[config.mk]
export PLATFORM = sky130hd
export DESIGN_NAME = cfs_queue
export DESIGN_NICKNAME = d
export VERILOG_FILES = /design/src/rtl/core/cfs_queue.sv
export SDC_FILE = /design/constraint.sdc
export NUM_CORES = 1
export LEC_CHECK = 0
export ABC_CLOCK_PERIOD_IN_PS = 2860
export CELL_PAD_IN_SITES_DETAIL_PLACEMENT = 2
export CELL_PAD_IN_SITES_GLOBAL_PLACEMENT = 2
export CORE_AREA = 2 2 39 41
export CTS_CLUSTER_DIAMETER = 200
export DETAILED_ROUTE_END_ITERATION = 10
export DIE_AREA = 0 0 41 43
export DONT_BUFFER_PORTS = 1
export PLACE_DENSITY = 0.54
export SLEW_MARGIN = 10
export SYNTH_ARGS = -nofsm -noshare
export SYNTH_HDL_FRONTEND = slang
export SYNTH_SLANG_ARGS = --single-unit
[constraint.sdc]
create_clock -name clock -period 2.86 [get_ports clock]
set_clock_uncertainty 0.05 [all_clocks]
set_input_delay 0.572 -clock clock [delete_from_list [all_inputs] [get_ports clock]]
set_output_delay 0.572 -clock clock [all_outputs]
set_load 0.02 [all_outputs]
[src/rtl/core/cfs_queue.sv]
// Two-entry queue between the front end and the arithmetic back end.
// Generic over entry width; no package dependencies.
`default_nettype none

module cfs_queue #(
   parameter int EW = 1
) (
   input  wire           clock,
   input  wire           reset,
   input  wire           push,
   input  wire [EW-1:0]  push_data,
   output logic          full,
   input  wire           pop,
   output logic          q_valid,
   output logic [EW-1:0] pop_data
);

   logic [EW-1:0] mem_ff [2];
   logic          wr_ff, wr_in, rd_ff, rd_in;
   logic [1:0]    count_ff, count_in;

   assign full     = count_ff == 2'd2;
   assign q_valid  = count_ff != 2'd0;
   assign pop_data = mem_ff[rd_ff];

   // Pointer and occupancy update.
   always_comb begin
      wr_in    = push ? !wr_ff : wr_ff;
      rd_in    = pop  ? !rd_ff : rd_ff;
      count_in = count_ff + 2'(push) - 2'(pop);
   end

   always_ff @(posedge clock) begin
      if (reset) begin
         wr_ff    <= 1'b0;
         rd_ff    <= 1'b0;
         count_ff <= 2'd0;
      end else begin
         wr_ff    <= wr_in;
         rd_ff    <= rd_in;
         count_ff <= count_in;
      end
      if (push) begin
         mem_ff[wr_ff] <= push_data;
      end
   end

endmodule

`default_nettype wire

== After elaboration in Yosys (flattened, before gate mapping) ==
Memories as Yosys holds them, arrays and structs flattened. A register that Yosys moved wholly into a read port is not among the register bits.
Index checks and enable logic that the tools add are counted.

* Add/subtract/negate cells: 2
* Eq/ne operators: 1
* Mux-type cells: 4
* Reduce and logical (&&, ||, !) cells: 3

{| class="wikitable"
|+ Operators by type and width
! cell !! number
|-
| $mux 1 || 4
|-
| $add 2x1->2 || 1
|-
| $eq 2x2->1 const B || 1
|-
| $logic_not 1->1 || 2
|-
| $reduce_bool 2->1 || 1
|-
| $sub 2x1->2 || 1
|}

* Register bits after elaboration: 4
* Memory bits (writable): 2
* Bits of input ports: 5
* Output and inout port bits: 3
* Logic and storage cells: 14
* Memories kept: 1

{| class="wikitable"
|+ Memory list
! name !! depth !! width !! read ports !! clocked after memory_dff !! wr ports !! RTL line !! source
|-
| mem_ff || 2 || 1 || 1 || 1 || 1 || 18 || <nowiki>logic [EW-1:0] mem_ff [2];</nowiki>
|}

== Logic depth before layout (Yosys ltp) ==
Gate-level depths: netlist (run 1).

* Depth after elaboration: 3
* Mapped depth: 6
* Mapped depth without buffers: 6

== Worst setup path after synthesis (run 1) ==
Ideal clock, no wire load.

* Path type: input port to flip-flop
* From: input pop
* To: register count_ff[1]
* Library setup time: 64 ps
* Data arrival time: 1,444 ps
* Data required time: 2,746 ps
* Setup slack: 1,302 ps
* Cell stages on the path: 5
* Buffers on the path: 0
* Path through: ha_1 -> inv_1 -> ha_1 -> xnor3_1 -> nor2_1

* Longest elaborated chain between the ends: 1

{| class="wikitable"
|+ RTL lines
! item !! RTL line !! source
|-
| start, declared || 13 || <nowiki>input wire pop,</nowiki>
|-
| $sub 2x1->2 || 30 || <nowiki>count_in = count_ff + 2'(push) - 2'(pop);</nowiki>
|-
| end signal, assigned || 41 || <nowiki>count_ff <= count_in;</nowiki>
|-
| end, declared || 20 || <nowiki>logic [1:0] count_ff, count_in;</nowiki>
|}

Every way passes these cells.
A chain may end at the register's enable or synchronous reset.

==> out/results.ini, run 1 <==
[job]
maxCapViolations=0

[clock_tree]
clk_path_buf_depth=2
cts_tree=done
clk_pin_slew_ns=0.05
hold_buffers=0
cts_resized=0
cts_buffers=3
cts_setup_buffers=0
clk_latency_ns=0.25
cts_htree_levels=1
cts-root-buf=clkbuf_4
cts.sinks=7

[worst_setup_path]
crit_family=multiplexers
crit_buf_inv=0
r2r-end=count_ff[1]$_SDFF_PP0_
worst_setup_path_end_kind=output pin
reg2regPathDepth=6
crit_end=pop_data
path_class=flop to output pin
crit_path_start_kind=flop
cp_slowest_cell=mux2_1
cp.arrival_ns=0.99
slowest_delay_ns=0.40
startpoint=mem_ff[1]$_DFFE_PP_
rrSetupSlack_ns=1.40
crit_required_ns=2.24
path_depth=1
cp_cell_sequence=mux2_1
reg2reg_from=count_ff[0]$_SDFF_PP0_
cp_max_fo=1

[power_and_ir_drop]
netSwitchingFraction=0.265
internal_power_uw=196
pwr-share-comb=0.207
p_leak_uw=0.000141
peakVddDrop_v=0.000191
pwr-share-clk=0.332
power.density_mw_per_mm2=794
p_switching_uw=70.9
seqPwrFrac=0.461

[sta]
fin_crit_sh=0.563
setup-tns-final_ns=0
timing.final.crit_period_ns=1.61
slew_headroom=0.737
fmax_mhz=621
hold_viol_final=0
setup_viol_count_final=0
rsz0062_at_grt=false
slew_violations=0
tightest_slew_ns=0.393

[die]
ios=8
rows=14
dieArea_mm2=0.00176
coreArea_mm2=0.00138
fp.dieW_um=41
start_util=0.210
die_h_um=43

[final_layout]
num_antenna_cells=0
nets=36
fillers=169
fin_area_um2=337
final_layout_size_suffix_gt1_frac=0.143
syn_to_final_growth_pct=15.9
finalNonFillerCells=44

[routing]
drc=0
routed_wl_um=481
met3_length_um=54
firstDrtPassIters=1
ant_nets=0
top_layer=met3
wl_met2_um=240
vias=164
wl_per_cell_um=10.9
avgViaCountPerCell=3.73
drt_iter0_markers=0
met1_length_um=186

[synth]
synth-seq-area-share=0.552
synthDistinctLibCells=11
yosysMostFrequentCell=dfxtp_1
syn_area_um2=290
synth_top_area_share=0.345
synth.area.top_cells=dfxtp_1 (34%), edfxtp_1 (21%), ha_1 (8.6%)
postSynthCellCount=24
avgSynthCellArea_um2=12.1
synth_warnings=0
async_reset_ff_frac=0
synth_fp_nets=31
synth_common_cells=dfxtp_1 (5), nor2_1 (4), nor2b_1 (3)
synth_area_leader_cell=dfxtp_1
synthFlopType=dfxtp_1
synth-seq-cells=7
synth_edf_count=2

[grt]
grt_overflow=0
grt_pass1_wl_um=745
gr-usage-all-layers=0.0721
grt_max_degree=6
antenna_found_initial=0
grt_pass1_vias=186

[placed_design]
numPortBuffers=0
dp_cells=40
place_congestion=0.650
dpl_cell_area_um2=310

[hold_path]
hold_class=primary input to flop

[outcome]
outcome=finished clean

-- power by group through the flow --
stage,registers [uW],logic (uW),clock network (uW)
final,123,55.3,88.8
after global placement,124,53.2,0
after floorplan,123,49.7,0
after global routing,125,60.4,99.9
after CTS,123,56.6,95.9
after detailed placement,125,56.4,0
-- worst min-delay path by stage --
stage / startpoint / endpoint / slack (ns) / depth (start not counted)
CTS: reset / rd_ff$_SDFFE_PP0P_ / 0.32 / 1
global placement: rd_ff$_SDFFE_PP0P_ / rd_ff$_SDFFE_PP0P_ / 0.46 / 2
detailed placement: rd_ff$_SDFFE_PP0P_ / rd_ff$_SDFFE_PP0P_ / 0.46 / 2
finish: reset / rd_ff$_SDFFE_PP0P_ / 0.34 / 1
floorplan: rd_ff$_SDFFE_PP0P_ / flop / 0.43 / 2
global route: reset / count_ff[0]$_SDFF_PP0_ / 0.32 / 1
-- layout by cell type (no fill, tap or decap), drive strengths merged --
master and count:
and2 1, clkbuf 4, dfxtp 5, edfxtp 2
ha 2, inv 2, mux2 1, nor2 4
nor2b 3, or2 1, xnor2 2, xnor3 1
-- routing by layer --
layer / track usage / vias up
met2: 0.0969 / 6
met5: 0 / -
li1: - / 83
met3: 0.0471 / 0
met4: 0.0800 / 0
met1: 0.0633 / 75
-- cell type report --
cell class              count  area (um^2)  area share
clock buffers               4         26.3      0.0781
multi-input cells          15          123       0.364
inverters                   2         7.51      0.0223
well taps                  16         20.0      0.0595
flip-flops and latches      7          160       0.476
-- cell families (layout without fill, tap and decap cells) --
kind of cell	after synthesis	in the layout	synth area share
AND/OR/NAND/NOR	9	9	0.160
flip-flops	7	7	0.552
XOR/XNOR	3	3	0.138
adder cells (fa/ha/maj)	2	2	0.0862
buffers and inverters	2	6	0.0259
multiplexers	1	1	0.0388
-- metrics by stage --
| stage | hold slack (ns) | worst slack (ns) | total power, uW | util |
|---|---|---|---|---|
| 6_report | 0.337 | 1.25 | 267 | 0.243 |
| 5_1_grt | 0.319 | 1.18 | 285 | 0.243 |
| 3_5_place_dp | 0.462 | 1.20 | 182 | 0.224 |
| 3_3_place_gp | 0.457 | 1.27 | 177 | 0.224 |
| 4_1_cts | 0.323 | 1.23 | 276 | 0.243 |
| 2_1_floorplan | 0.430 | 1.30 | 173 | - |
(Power assumes the default switching activity.)
==> run 2, diff against run 1 <==
--- a/config.mk
+++ b/config.mk
@@ -5,7 +5,7 @@
 export SDC_FILE = /design/constraint.sdc
 export NUM_CORES = 1
 export LEC_CHECK = 0
-export ABC_CLOCK_PERIOD_IN_PS = 2860
+export ABC_CLOCK_PERIOD_IN_PS = 1310
 export CELL_PAD_IN_SITES_DETAIL_PLACEMENT = 2
 export CELL_PAD_IN_SITES_GLOBAL_PLACEMENT = 2
 export CORE_AREA = 2 2 39 41
@@ -13,7 +13,7 @@
 export DETAILED_ROUTE_END_ITERATION = 10
 export DIE_AREA = 0 0 41 43
 export DONT_BUFFER_PORTS = 1
-export PLACE_DENSITY = 0.54
+export PLACE_DENSITY = 0.55
 export SLEW_MARGIN = 10
 export SYNTH_ARGS = -nofsm -noshare
 export SYNTH_HDL_FRONTEND = slang
==> constraint.sdc (replaced) <==
create_clock -name clock -period 1.31 [get_ports clock]
set_clock_uncertainty 0.05 [all_clocks]
set_input_delay 0.262 -clock clock [delete_from_list [all_inputs] [get_ports clock]]
set_output_delay 0.262 -clock clock [all_outputs]
set_load 0.02 [all_outputs]
==> run 2 against run 1 <==
Net effect:
- cell area up 5.9%
- non-clock buffer count is the same
- via count is 4.9% higher
- power grew 120%
- sequential cell count did not move
- sequential share of layout area shrank 2.3 points
- critical path type is now flop to flop
==> out/results.ini, run 2 (synthesis results as in run 1) <==
[die]
fp.dieW_um=41  ; unchanged
coreArea_mm2=0.00138  ; unchanged
rows=14  ; unchanged
start_util=0.210  ; unchanged
die_h_um=43  ; unchanged
ios=8  ; unchanged
dieArea_mm2=0.00176  ; unchanged

[sta]
setup-tns-final_ns=0  ; unchanged
hold_viol_final=0  ; unchanged
fmax_mhz=790
timing.final.crit_period_ns=1.27
slew_violations=0  ; unchanged
slew_headroom=0.839  ; +0.102
tightest_slew_ns=0.241  ; -0.153 ns
rsz0062_at_grt=false
setup_viol_count_final=0  ; unchanged
fin_crit_sh=0.967

[worst_setup_path]
cp_slowest_cell=dfxtp_2
cp_cell_sequence=inv_1 > ha_4 > inv_1 > ha_2 > nor2b_1
rrSetupSlack_ns=0.04  ; -1.36 ns
critPathMostFrequentCell=inv_1
slowest_delay_ns=0.34  ; -0.06 ns
reg2reg_from=count_ff[0]$_SDFF_PP0_
path_class=flop to flop
cp.arrival_ns=1.39  ; +0.40 ns
crit_path_start_kind=flop
reg2regPathDepth=5  ; -1
crit_family=adder cells
cp_max_fo=3  ; +2
worst_setup_path_end_kind=flop
crit_buf_inv=2  ; +2
path_depth=5  ; +4
crit_required_ns=1.43  ; -0.81 ns
r2r-end=count_ff[0]$_SDFF_PP0_

[clock_tree]
cts_tree=done
clk_path_buf_depth=2  ; unchanged
clk_latency_ns=0.25  ; about the same
cts_setup_buffers=0  ; unchanged
cts-root-buf=clkbuf_4
cts.sinks=7  ; unchanged
cts_htree_levels=1  ; unchanged
cts_buffers=3  ; unchanged
hold_buffers=0  ; unchanged
clk_pin_slew_ns=0.06  ; about the same

[grt]
antenna_found_initial=0  ; unchanged
grt_pass1_vias=191  ; +2.7%
grt_pass1_wl_um=717  ; -3.8%
grt_max_degree=6  ; unchanged
grt_overflow=0  ; unchanged
gr-usage-all-layers=0.0648  ; -0.00730

[placed_design]
detailedPlacementHpwl_um=379
dpl_cell_area_um2=312  ; +0.40%
numPortBuffers=0  ; unchanged
dp_cells=40  ; unchanged
place_congestion=0.585  ; -10%

[final_layout]
nets=36  ; unchanged
num_antenna_cells=0  ; unchanged
fin_area_um2=357  ; +5.9%
finalNonFillerCells=44  ; unchanged
fin_util=0.258  ; +0.0145
syn_to_final_growth_pct=22.8
mostFrequentLayoutCells=nor2_1 (4), dfxtp_1 (4), clkbuf_4 (3)
final_layout_size_suffix_gt1_frac=0.357  ; +0.214

[hold_path]
hold_path.startpoint=reset
worstHoldPathCells=1  ; unchanged
hold_class=primary input to flop
min_to=count_ff[1]$_SDFF_PP0_

[routing]
wl_per_cell_um=10.4  ; -5.0%
routed_wl_um=457  ; -5.0%
drc=0  ; unchanged
drt_iter0_markers=0  ; unchanged
ant_nets=0  ; unchanged
firstDrtPassIters=1  ; unchanged
vias=172  ; +4.9%
avgViaCountPerCell=3.91  ; +4.9%

[power_and_ir_drop]
peakVddDrop_v=0.000377  ; +97%
power.total_uw=591  ; +120%
power.density_mw_per_mm2=1660  ; +110%
p_leak_uw=0.000143  ; +1.3%

[outcome]
outcome=finished clean

[job]
maxCapViolations=0  ; unchanged

## run 2: what timing repair did
| action | 4_1_cts | 5_1_grt |
|---|---|---|
| setup endpoints to repair | 1 | 2 |
| endpoints found under the hold margin | 0 | 0 |
| pin swaps | 0 | 1 |
| resized for setup | 1 | 3 |
## run 2: worst max-delay path by stage
stage | startpoint | endpoint | slack [ns]
5_1_grt | count_ff[0]$_SDFF_PP0_ | count_ff[0]$_SDFF_PP0_ | 0.008
3_5_place_dp | count_ff[0]$_SDFF_PP0_ | count_ff[1]$_SDFF_PP0_ | 0.05
6_report | count_ff[0]$_SDFF_PP0_ | count_ff[0]$_SDFF_PP0_ | 0.04
2_1_floorplan | count_ff[0]$_SDFF_PP0_ | count_ff[1]$_SDFF_PP0_ | 0.14
3_3_place_gp | count_ff[0]$_SDFF_PP0_ | count_ff[1]$_SDFF_PP0_ | 0.12
4_1_cts | count_ff[1]$_SDFF_PP0_ | full | 0.008
## run 2: through the flow
step	hold WS (ns)	worst slack [ns]
2_1_floorplan	0.276	0.141
3_3_place_gp	0.282	0.116
3_5_place_dp	0.288	0.0546
4_1_cts	0.0223	0.00776
5_1_grt	0.0100	0.00823
6_report	0.0267	0.0434
## run 2: metal layers
metal	global-route usage	share of wire	up-vias	wire length (um)
met4	0.0600	0	0	0
met3	0.0419	0.083	0	38
met1	0.0528	0.35	83	161
met5	0	0	-	0
li1	-	-	85	-
met2	0.0969	0.56	4	256
## run 2: cell type report
| class | instances | area [um^2] |
|---|---|---|
| Inverter | 2 | 7.51 |
| Tap cell | 16 | 20.0 |
| Sequential cell | 7 | 161 |
| Multi-Input combinational cell | 15 | 140 |
| Clock buffer | 3 | 22.5 |
| Clock inverter | 1 | 5.00 |
| Fill cell | 158 | 1030 |
## run 2: report_power, final
part / internal (uW) / switching (uW)
sequential: 252 / 17.6
combinational: 68.4 / 60.2
clock: 111 / 80.8
