`src/rtl/core/cfs_pkg.sv`:
```
// Shared definitions for the cylinder fit residual accumulator.
// Holds the configuration bundle, register index codes and fixed field widths.
// No dependencies.
`default_nettype none

package cfs_pkg;

   // Fixed field widths.
   localparam int SLOPE_W      = 20;
   localparam int ORIGIN_W     = 24;
   localparam int RADIUS_W     = 24;
   localparam int SUM_W        = 40;
   localparam int DEN_W        = 41;
   localparam int CSR_INDEX_W  = 3;
   localparam int CSR_DATA_W   = 24;
   localparam int DEF_COORD_BITS = 16;

   // Configuration register indexes.
   localparam logic [CSR_INDEX_W-1:0] CSR_SLOPE_X  = 3'd0;
   localparam logic [CSR_INDEX_W-1:0] CSR_SLOPE_Y  = 3'd1;
   localparam logic [CSR_INDEX_W-1:0] CSR_ORIGIN_X = 3'd2;
   localparam logic [CSR_INDEX_W-1:0] CSR_ORIGIN_Y = 3'd3;
   localparam logic [CSR_INDEX_W-1:0] CSR_RADIUS   = 3'd4;

   // Cylinder geometry as held in the configuration registers.
   typedef struct packed {
      logic signed [SLOPE_W-1:0]  slope_x;
      logic signed [SLOPE_W-1:0]  slope_y;
      logic signed [ORIGIN_W-1:0] origin_x;
      logic signed [ORIGIN_W-1:0] origin_y;
      logic        [RADIUS_W-1:0] radius;
   } cfg_type;

endpackage

`default_nettype wire

```
`src/rtl/core/cfs_back.sv`:
```
// Back end: serial squaring, restoring division, digit-by-digit square root,
// then the saturating residual sum and the result register. Uses cfs_pkg.
`default_nettype none

module cfs_back import cfs_pkg::*; #(
   parameter int COORD_BITS = DEF_COORD_BITS,
   parameter int CW         = ((COORD_BITS > 16) ? COORD_BITS : 16) + 30
) (
   input  wire               clock,
   input  wire               reset,
   input  wire cfg_type      cfg,
   input  wire               q_valid,
   input  wire [3*CW:0]      q_entry,
   output logic              q_pop,
   output logic              rsp_valid,
   input  wire               rsp_stall,
   output logic [SUM_W-1:0]  rsp_residual_total,
   output logic              rsp_saturated
);

   localparam int NUMW = 2 * CW + 2;
   localparam int QW   = NUMW - 32;
   localparam int RW   = (QW + 1) / 2;
   localparam int VW   = 2 * RW;
   localparam int DFW  = (RW > RADIUS_W) ? RW : RADIUS_W;
   localparam int AW   = ((DFW > SUM_W) ? DFW : SUM_W) + 1;
   localparam int CNTW = $clog2(NUMW + 1);

   localparam logic [2:0] ST_IDLE   = 3'd0;
   localparam logic [2:0] ST_SQUARE = 3'd1;
   localparam logic [2:0] ST_DIVIDE = 3'd2;
   localparam logic [2:0] ST_ROOT   = 3'd3;
   localparam logic [2:0] ST_DIFF   = 3'd4;
   localparam logic [2:0] ST_ACCUM  = 3'd5;

   localparam logic [SUM_W-1:0] SUM_MAX = '1;

   logic [2:0]       state_ff, state_in;
   logic [CNTW-1:0]  cnt_ff, cnt_in;
   logic [1:0]       sel_ff, sel_in;
   logic [3*CW-1:0]  cs_ff, cs_in;
   logic             last_ff, last_in;
   logic [DEN_W-1:0] den_ff, den_in;
   logic [NUMW-1:0]  num_ff, num_in, mcand_ff, mcand_in;
   logic [CW-1:0]    mplier_ff, mplier_in;
   logic [DEN_W-1:0] rem_ff, rem_in;
   logic [VW-1:0]    op_ff, op_in, res_ff, res_in, one_ff, one_in;
   logic [DFW-1:0]   diff_ff, diff_in;
   logic [SUM_W-1:0] sum_ff, sum_in;
   logic             ovf_ff, ovf_in;
   logic             out_valid_ff, out_valid_in;
   logic [SUM_W-1:0] out_total_ff, out_total_in;
   logic             out_sat_ff, out_sat_in;

   logic signed [2*SLOPE_W-1:0] sq_x, sq_y;
   logic [DEN_W:0]   trial;
   logic [VW-1:0]    root_sum;
   logic [DFW-1:0]   dist_q8, rad;
   logic [AW-1:0]    new_sum;
   logic             out_free;
   logic [CW-1:0]    c_next;

   assign rsp_valid          = out_valid_ff;
   assign rsp_residual_total = out_total_ff;
   assign rsp_saturated      = out_sat_ff;
   assign out_free           = !out_valid_ff || !rsp_stall;
   assign q_pop              = (state_ff == ST_IDLE) && q_valid;

   // Combinational helpers for each phase.
   always_comb begin
      sq_x     = cfg.slope_x * cfg.slope_x;
      sq_y     = cfg.slope_y * cfg.slope_y;
      trial    = {rem_ff, num_ff[NUMW-1]};
      root_sum = res_ff + one_ff;
      dist_q8  = DFW'(res_ff[RW-1:0]);
      rad      = DFW'(cfg.radius);
      new_sum  = AW'(sum_ff) + AW'(diff_ff);
      case (sel_ff)
         2'd0:    c_next = cs_ff[2*CW-1:CW];
         default: c_next = cs_ff[3*CW-1:2*CW];
      endcase
   end

   // Sequencer.
   always_comb begin
      state_in     = state_ff;
      cnt_in       = cnt_ff;
      sel_in       = sel_ff;
      cs_in        = cs_ff;
      last_in      = last_ff;
      den_in       = den_ff;
      num_in       = num_ff;
      mcand_in     = mcand_ff;
      mplier_in    = mplier_ff;
      rem_in       = rem_ff;
      op_in        = op_ff;
      res_in       = res_ff;
      one_in       = one_ff;
      diff_in      = diff_ff;
      sum_in       = sum_ff;
      ovf_in       = ovf_ff;
      out_valid_in = out_valid_ff && rsp_stall;
      out_total_in = out_total_ff;
      out_sat_in   = out_sat_ff;
      case (state_ff)
         ST_IDLE: begin
            if (q_valid) begin
               cs_in     = q_entry[3*CW-1:0];
               last_in   = q_entry[3*CW];
               den_in    = DEN_W'($unsigned(sq_x)) + DEN_W'($unsigned(sq_y))
                           + (DEN_W'(1) << 32);
               num_in    = '0;
               mcand_in  = NUMW'(q_entry[CW-1:0]);
               mplier_in = q_entry[CW-1:0];
               sel_in    = 2'd0;
               cnt_in    = '0;
               state_in  = ST_SQUARE;
            end
         end
         // Shift-and-add square of each cross product component, summed.
         ST_SQUARE: begin
            if (mplier_ff[0]) begin
               num_in = num_ff + mcand_ff;
            end
            mcand_in  = mcand_ff << 1;
            mplier_in = mplier_ff >> 1;
            cnt_in    = cnt_ff + 1'b1;
            if (cnt_ff == CNTW'(CW - 1)) begin
               cnt_in = '0;
               if (sel_ff == 2'd2) begin
                  rem_in   = '0;
                  state_in = ST_DIVIDE;
               end else begin
                  sel_in    = sel_ff + 1'b1;
                  mcand_in  = NUMW'(c_next);
                  mplier_in = c_next;
               end
            end
         end
         // Restoring division, one quotient bit per cycle, in place.
         ST_DIVIDE: begin
            if (trial >= {1'b0, den_ff}) begin
               rem_in = DEN_W'(trial - {1'b0, den_ff});
               num_in = {num_ff[NUMW-2:0], 1'b1};
            end else begin
               rem_in = trial[DEN_W-1:0];
               num_in = {num_ff[NUMW-2:0], 1'b0};
            end
            cnt_in = cnt_ff + 1'b1;
            if (cnt_ff == CNTW'(NUMW - 1)) begin
               cnt_in   = '0;
               state_in = ST_ROOT;
            end
         end
         // Digit-by-digit square root, one result bit per cycle.
         ST_ROOT: begin
            if (cnt_ff == '0) begin
               op_in  = num_ff[VW-1:0];
               res_in = '0;
               one_in = VW'(1) << (VW - 2);
               cnt_in = cnt_ff + 1'b1;
            end else begin
               if (op_ff >= root_sum) begin
                  op_in  = op_ff - root_sum;
                  res_in = (res_ff >> 1) + one_ff;
               end else begin
                  res_in = res_ff >> 1;
               end
               one_in = one_ff >> 2;
               cnt_in = cnt_ff + 1'b1;
               if (cnt_ff == CNTW'(RW)) begin
                  cnt_in   = '0;
                  state_in = ST_DIFF;
               end
            end
         end
         ST_DIFF: begin
            diff_in  = (dist_q8 >= rad) ? dist_q8 - rad : rad - dist_q8;
            state_in = ST_ACCUM;
         end
         // Saturating accumulate; a last point also needs the result register.
         ST_ACCUM: begin
            if (!last_ff || out_free) begin
               if (ovf_ff || new_sum > AW'(SUM_MAX)) begin
                  sum_in = SUM_MAX;
                  ovf_in = 1'b1;
               end else begin
                  sum_in = new_sum[SUM_W-1:0];
               end
               if (last_ff) begin
                  out_valid_in = 1'b1;
                  out_total_in = sum_in;
                  out_sat_in   = ovf_in;
                  sum_in       = '0;
                  ovf_in       = 1'b0;
               end
               state_in = ST_IDLE;
            end
         end
         default: state_in = ST_IDLE;
      endcase
   end

   always_ff @(posedge clock) begin
      if (reset) begin
         state_ff     <= ST_IDLE;
         cnt_ff       <= '0;
         sum_ff       <= '0;
         ovf_ff       <= 1'b0;
         out_valid_ff <= 1'b0;
      end else begin
         state_ff     <= state_in;
         cnt_ff       <= cnt_in;
         sum_ff       <= sum_in;
         ovf_ff       <= ovf_in;
         out_valid_ff <= out_valid_in;
      end
      sel_ff       <= sel_in;
      cs_ff        <= cs_in;
      last_ff      <= last_in;
      den_ff       <= den_in;
      num_ff       <= num_in;
      mcand_ff     <= mcand_in;
      mplier_ff    <= mplier_in;
      rem_ff       <= rem_in;
      op_ff        <= op_in;
      res_ff       <= res_in;
      one_ff       <= one_in;
      diff_ff      <= diff_in;
      out_total_ff <= out_total_in;
      out_sat_ff   <= out_sat_in;
   end

endmodule

`default_nettype wire

```
`config.mk`:
```
export PLATFORM = sky130hd
export DESIGN_NAME = cfs_back
export DESIGN_NICKNAME = d
export VERILOG_FILES = /design/src/rtl/core/cfs_pkg.sv /design/src/rtl/core/cfs_back.sv
export SDC_FILE = /design/constraint.sdc
export NUM_CORES = 2
export LEC_CHECK = 0
export BUFFER_PORTS_ARGS = -buffer_cell sky130_fd_sc_hd__buf_2
export CAP_MARGIN = 20
export CORE_MARGIN = 3
export CORE_UTILIZATION = 33
export CTS_CLUSTER_DIAMETER = 40
export DETAILED_ROUTE_END_ITERATION = 7
export SLEW_MARGIN = 25
export SYNTH_ARGS = -nofsm -noshare
export SYNTH_HDL_FRONTEND = slang
export SYNTH_SLANG_ARGS = --single-unit
```
`constraint.sdc`:
```
create_clock -name clock -period 28.8 [get_ports clock]
set_input_delay 8.64 -clock clock [delete_from_list [all_inputs] [get_ports clock]]
set_output_delay 8.64 -clock clock [all_outputs]
set_load 0.005 [all_outputs]
```
# Yosys cells after proc, flatten, opt, wreduce, memory -nomap -nowiden
# Cells that the tools add are included.
dict set report word_totals {
  reg_bits 767
  out_inout_bits 43
  word_cells 132
}
dict set report op_classes {
  bitwise_logic 1
  n_reduce_logical 27
  eq_ne 18
  magnitude_cmp 4
  multipliers 2
  addsub 12
  muxes 47
}
# op n
set ops {}
lappend ops {{two-way mux 94 bit} 5}
lappend ops {{case mux 94 bit (3 select lines)} 1}
lappend ops {{case mux 94 bit (2 select lines)} 1}
lappend ops {{two-way mux 46 bit} 4}
lappend ops {{two-way mux 62 bit} 2}
lappend ops {{two-way mux 41 bit} 3}
lappend ops {{two-way mux 61 bit} 2}
lappend ops {{adder 94 bit} 1}
lappend ops {{case mux 46 bit (2 select lines)} 1}
lappend ops {{case mux 41 bit (2 select lines)} 1}
lappend ops {{multiplier 20 x 20 -> 40 bit} 2}
lappend ops {{two-way mux 40 bit} 2}
lappend ops {{adder 61 x 62 -> 62 bit} 1}
lappend ops {{adder 62 bit} 1}
lappend ops {{>= comparator 62 bit} 1}
lappend ops {{subtractor 62 bit} 1}
lappend ops {{>= comparator 42 x 41 -> 1 bit} 1}
lappend ops {{adder 40 x 31 -> 41 bit} 1}
lappend ops {{adder 40 x 40 -> 41 bit} 1}
lappend ops {{adder 41 x 33 -> 41 bit, second input constant} 1}
lappend ops {{> comparator 41 x 40 -> 1 bit, second input constant} 1}
lappend ops {{subtractor 41 bit} 1}
lappend ops {{two-way mux 7 bit} 5}
lappend ops {{>= comparator 31 x 24 -> 1 bit} 1}
lappend ops {{other kinds (34)} 70}

# Logic depth before layout (Yosys ltp)
dict set report depth {
  word_depth 5
  ltp_mapped 40
  mapped_depth_nobuf 39
}

# Least setup slack after synthesis
# OpenSTA, ideal clock, no wires.
dict set report synth_timing {
  path_type {input-to-output}
  startpoint {in q_valid}
  endpoint {out q_pop}
  path_stages 2
  slack_ns 2.278
  t_required_ns 20.160
  n_path_buf 0
  arrival_ns 17.882
  path_cell_list {nand2b_1 nor3_1}
}
dict set report synth_via {
  elab_chain_cells 1
}
# item line_no
set synth_rtl {}
lappend synth_rtl {{from (decl)} cfs_back.sv:12} ;# input wire q_valid,
lappend synth_rtl {{logical AND 1 bit} cfs_back.sv:67} ;# assign q_pop = (state_ff == ST_IDLE) && q_valid;
lappend synth_rtl {{to (decl)} cfs_back.sv:14} ;# output logic q_pop,
# No other way between the ends.

# Final worst setup path
# Ends and elaborated chain as after synthesis.

==> impl_metrics.json <==
{
  "outcome": "complete, no violations",
  "vias_per_cell": 5.17,
  "max_freq_mhz": 54.6,
  "first_iter_violations": 3726,
  "ctsHtreeMaxLevel": 3,
  "clockBufferDepth": 3,
  "ys_top_cells_by_area": "edfxtp_1, fa_1, ha_1",
  "synth_edf_count": 638,
  "dpl.hpwl_um": 165000,
  "wl_per_cell_um": 18.5,
  "critical_path.slowest_cell": "buf_4",
  "setup_viol": 0,
  "worst_path_most_repeated_cell": "buf_2",
  "finalMaxSlewViolations": 0,
  "yosys-top-cells-count": "inv_1, fa_1, nand2_1",
  "tritoncts": "done",
  "ff2ff_setup_slack_ns": 21.16,
  "seq_area_frac_synth": 0.265,
  "hold_path.startpoint": "sum_ff[26]$_SDFFE_PP0P_",
  "rows": 175,
  "gr-total-overflow": 0,
  "cp_cell_sequence": "buf_2 > nand2b_1 > nor3_2 > buf_4 > buf_2",
  "ys_ff_latch": 690,
  "synth_area_mm2": 0.0761,
  "clock-root-buffer": "clkbuf_16",
  "ys.flop_type": "edfxtp_1",
  "antenna_found_initial": 11,
  "maxCapViolCount": 0,
  "cp.buffers_inverters": 3,
  "top_level_ports": 298,
  "core_area_mm2": 0.228,
  "end_kind": "output pin",
  "fin_nets": 9846,
  "max_stage_delay_ns": 0.38,
  "grt_usage": 0.173,
  "grt_max_degree": 89,
  "critPathTopFamily": "buffers and inverters",
  "vias": 58355,
  "drc": 0,
  "fp.dieH_um": 486,
  "grt_setup_unrepaired": "false",
  "required_ns": 20.16,
  "cp-start-kind": "input port",
  "fin_tns_setup_ns": 0,
  "hold_violations": 0,
  "synth_cell_types": 101,
  "synth_area_per_cell_um2": 9.39,
  "yosysMostFrequentCell": "inv_1",
  "gp_congestion": 0.923,
  "tightest_slew_ns": 1.05,
  "critPathArrivalTime_ns": 9.68,
  "hold_depth": 2,
  "hold_end": "sum_ff[26]$_SDFFE_PP0P_",
  "regToRegEndpoint": "res_ff[45]$_SDFFCE_PP0P_",
  "r2r_cells": 25,
  "min-delay-path-class": "flop to flop",
  "drive_gt1_frac": 0.0769,
  "first_pass_iters": 8,
  "dieWidth_um": 486,
  "cts.sink_count": 690,
  "post_cts_buffers": 0,
  "crit_type": "input port to output pin",
  "die_area_mm2": 0.236,
  "portBuffers": 249,
  "min_period_ns": 18.32,
  "fin_crit_sh": 0.636,
  "ctsResizeCount": 0,
  "finClkSkew_ns": 0.0659,
  "wirelength_um": 208000,
  "synth_cells": 8106,
  "grt_pass1_vias": 60188,
  "ctsHoldBuffers": 0,
  "netlist.top_cell.by_area": "edfxtp_1",
  "grt_pass1_wl_um": 330000,
  "postRouteAntennaNets": 0,
  "synth_top_area_share": 0.252,
  "maxSlewHeadroom": 0.300,
  "syn_to_final_growth_pct": 10.6,
  "numCtsBuffers": 112,
  "synth_fp_nets": 9773,
  "cp.depth": 5,
  "clk_latency_ns": 0.75,
  "ys_warn_count": 0,
  "synthArstFlopShare": 0,
  "clkTransAtPathRegs_ns": 0.06,
  "start_util": 0.333,
  "critPathMaxFanout": 26,
  "r2r-start": "res_ff[2]$_SDFFCE_PP0P_"
}
[cells by family after synthesis]
group                    after synthesis  share of synthesized area
adder cells (fa/ha/maj)             1412                      0.308
AO/OA/AOI/OAI                       1851                      0.154
buffers and inverters               1424                     0.0714
multiplexers                          91                     0.0128
AND/OR/NAND/NOR                     2141                      0.131
flip-flops                           690                      0.265
XOR/XNOR                             497                     0.0572
[worst max path at each step]
stage	startpoint	to
2_1_floorplan	q_valid	q_pop
3_3_place_gp	q_valid	q_pop
3_5_place_dp	q_valid	q_pop
4_1_cts	q_valid	q_pop
5_1_grt	q_valid	q_pop
6_report	q_valid	q_pop
[routing by layer]
metal / up-vias / global-route usage / share of wire
met5: - / 0 / 0.000062
met4: 2 / 0.0612 / 0.034
met3: 322 / 0.0169 / 0.041
met2: 1394 / 0.309 / 0.50
met1: 28821 / 0.217 / 0.42
li1: 27816 / - / -
[worst min-delay path: stages (launching register included)]
cell and delay [ns]:
dfxtp_1 0.31, nand2_1 0.05, a21oi_1 0.05
[area by class of cell]
class                      count  area (um2)
fill                       22852      144000
multi-input combinational   5992       50600
sequential                   690       20200
inverter                    1097        4120
tap                         3009        3760
clock buffer                 117        2820
timing repair buffer         286        1540
clock inverter                93        1110
antenna                        8        20.0
[metrics by stage]
stage	cell area, um2	setup slack, ns	utilization	instances	hold WS, ns
2_1_floorplan	76100	2.28	-	8106	0.436
3_3_place_gp	80200	10.49	0.351	11073	0.450
3_5_place_dp	80200	10.47	0.351	11073	0.459
4_1_cts	84100	10.46	0.368	11283	0.467
5_1_grt	84200	10.38	0.369	11287	0.496
6_report	84200	10.48	0.369	11292	0.462
[flip-flops by register name, indices dropped and copies added, names as in the netlist]
register / flops
rsp_valid: 1
rem_ff: 41
state_ff: 3
num_ff: 94
one_ff: 31
diff_ff: 31
last_ff: 1
sum_ff: 40
sel_ff: 2
mplier_ff: 46
den_ff: 41
op_ff: 62
mcand_ff: 94
rsp_saturated: 1
rsp_residual_total: 40
res_ff: 62
cnt_ff: 7
ovf_ff: 1
cs_ff: 92
[layout by cell type, fill, tap and decap left out, types with 24 or more instances in the layout]
| cell type | count |
|---|---|
| edfxtp_1 | 638 |
| buf_4 | 36 |
| a31o_2 | 27 |
| nand3_1 | 82 |
| a21oi_1 | 455 |
| inv_1 | 1095 |
| nand4_1 | 99 |
| mux2i_1 | 43 |
| clkbuf_16 | 112 |
| fa_1 | 774 |
| nand2b_1 | 54 |
| nor2b_1 | 52 |
| a211oi_1 | 70 |
| o31ai_1 | 38 |
| a31oi_1 | 101 |
| o21a_1 | 68 |
| and2_1 | 207 |
| buf_2 | 249 |
| nand2_1 | 771 |
| inv_6 | 24 |
| nor4_1 | 25 |
| mux2_2 | 48 |
| and3_1 | 89 |
| xnor2_1 | 294 |
| o21ai_0 | 495 |
| xor2_1 | 203 |
| nor3_1 | 84 |
| a22oi_1 | 29 |
| a21o_1 | 229 |
| dfxtp_1 | 52 |
| nor2_1 | 568 |
| o21bai_1 | 94 |
| a21boi_0 | 24 |
| ha_1 | 637 |
Power is not shown: default switching activity piles up to over one toggle a cycle in this logic, so the estimate is an artifact.
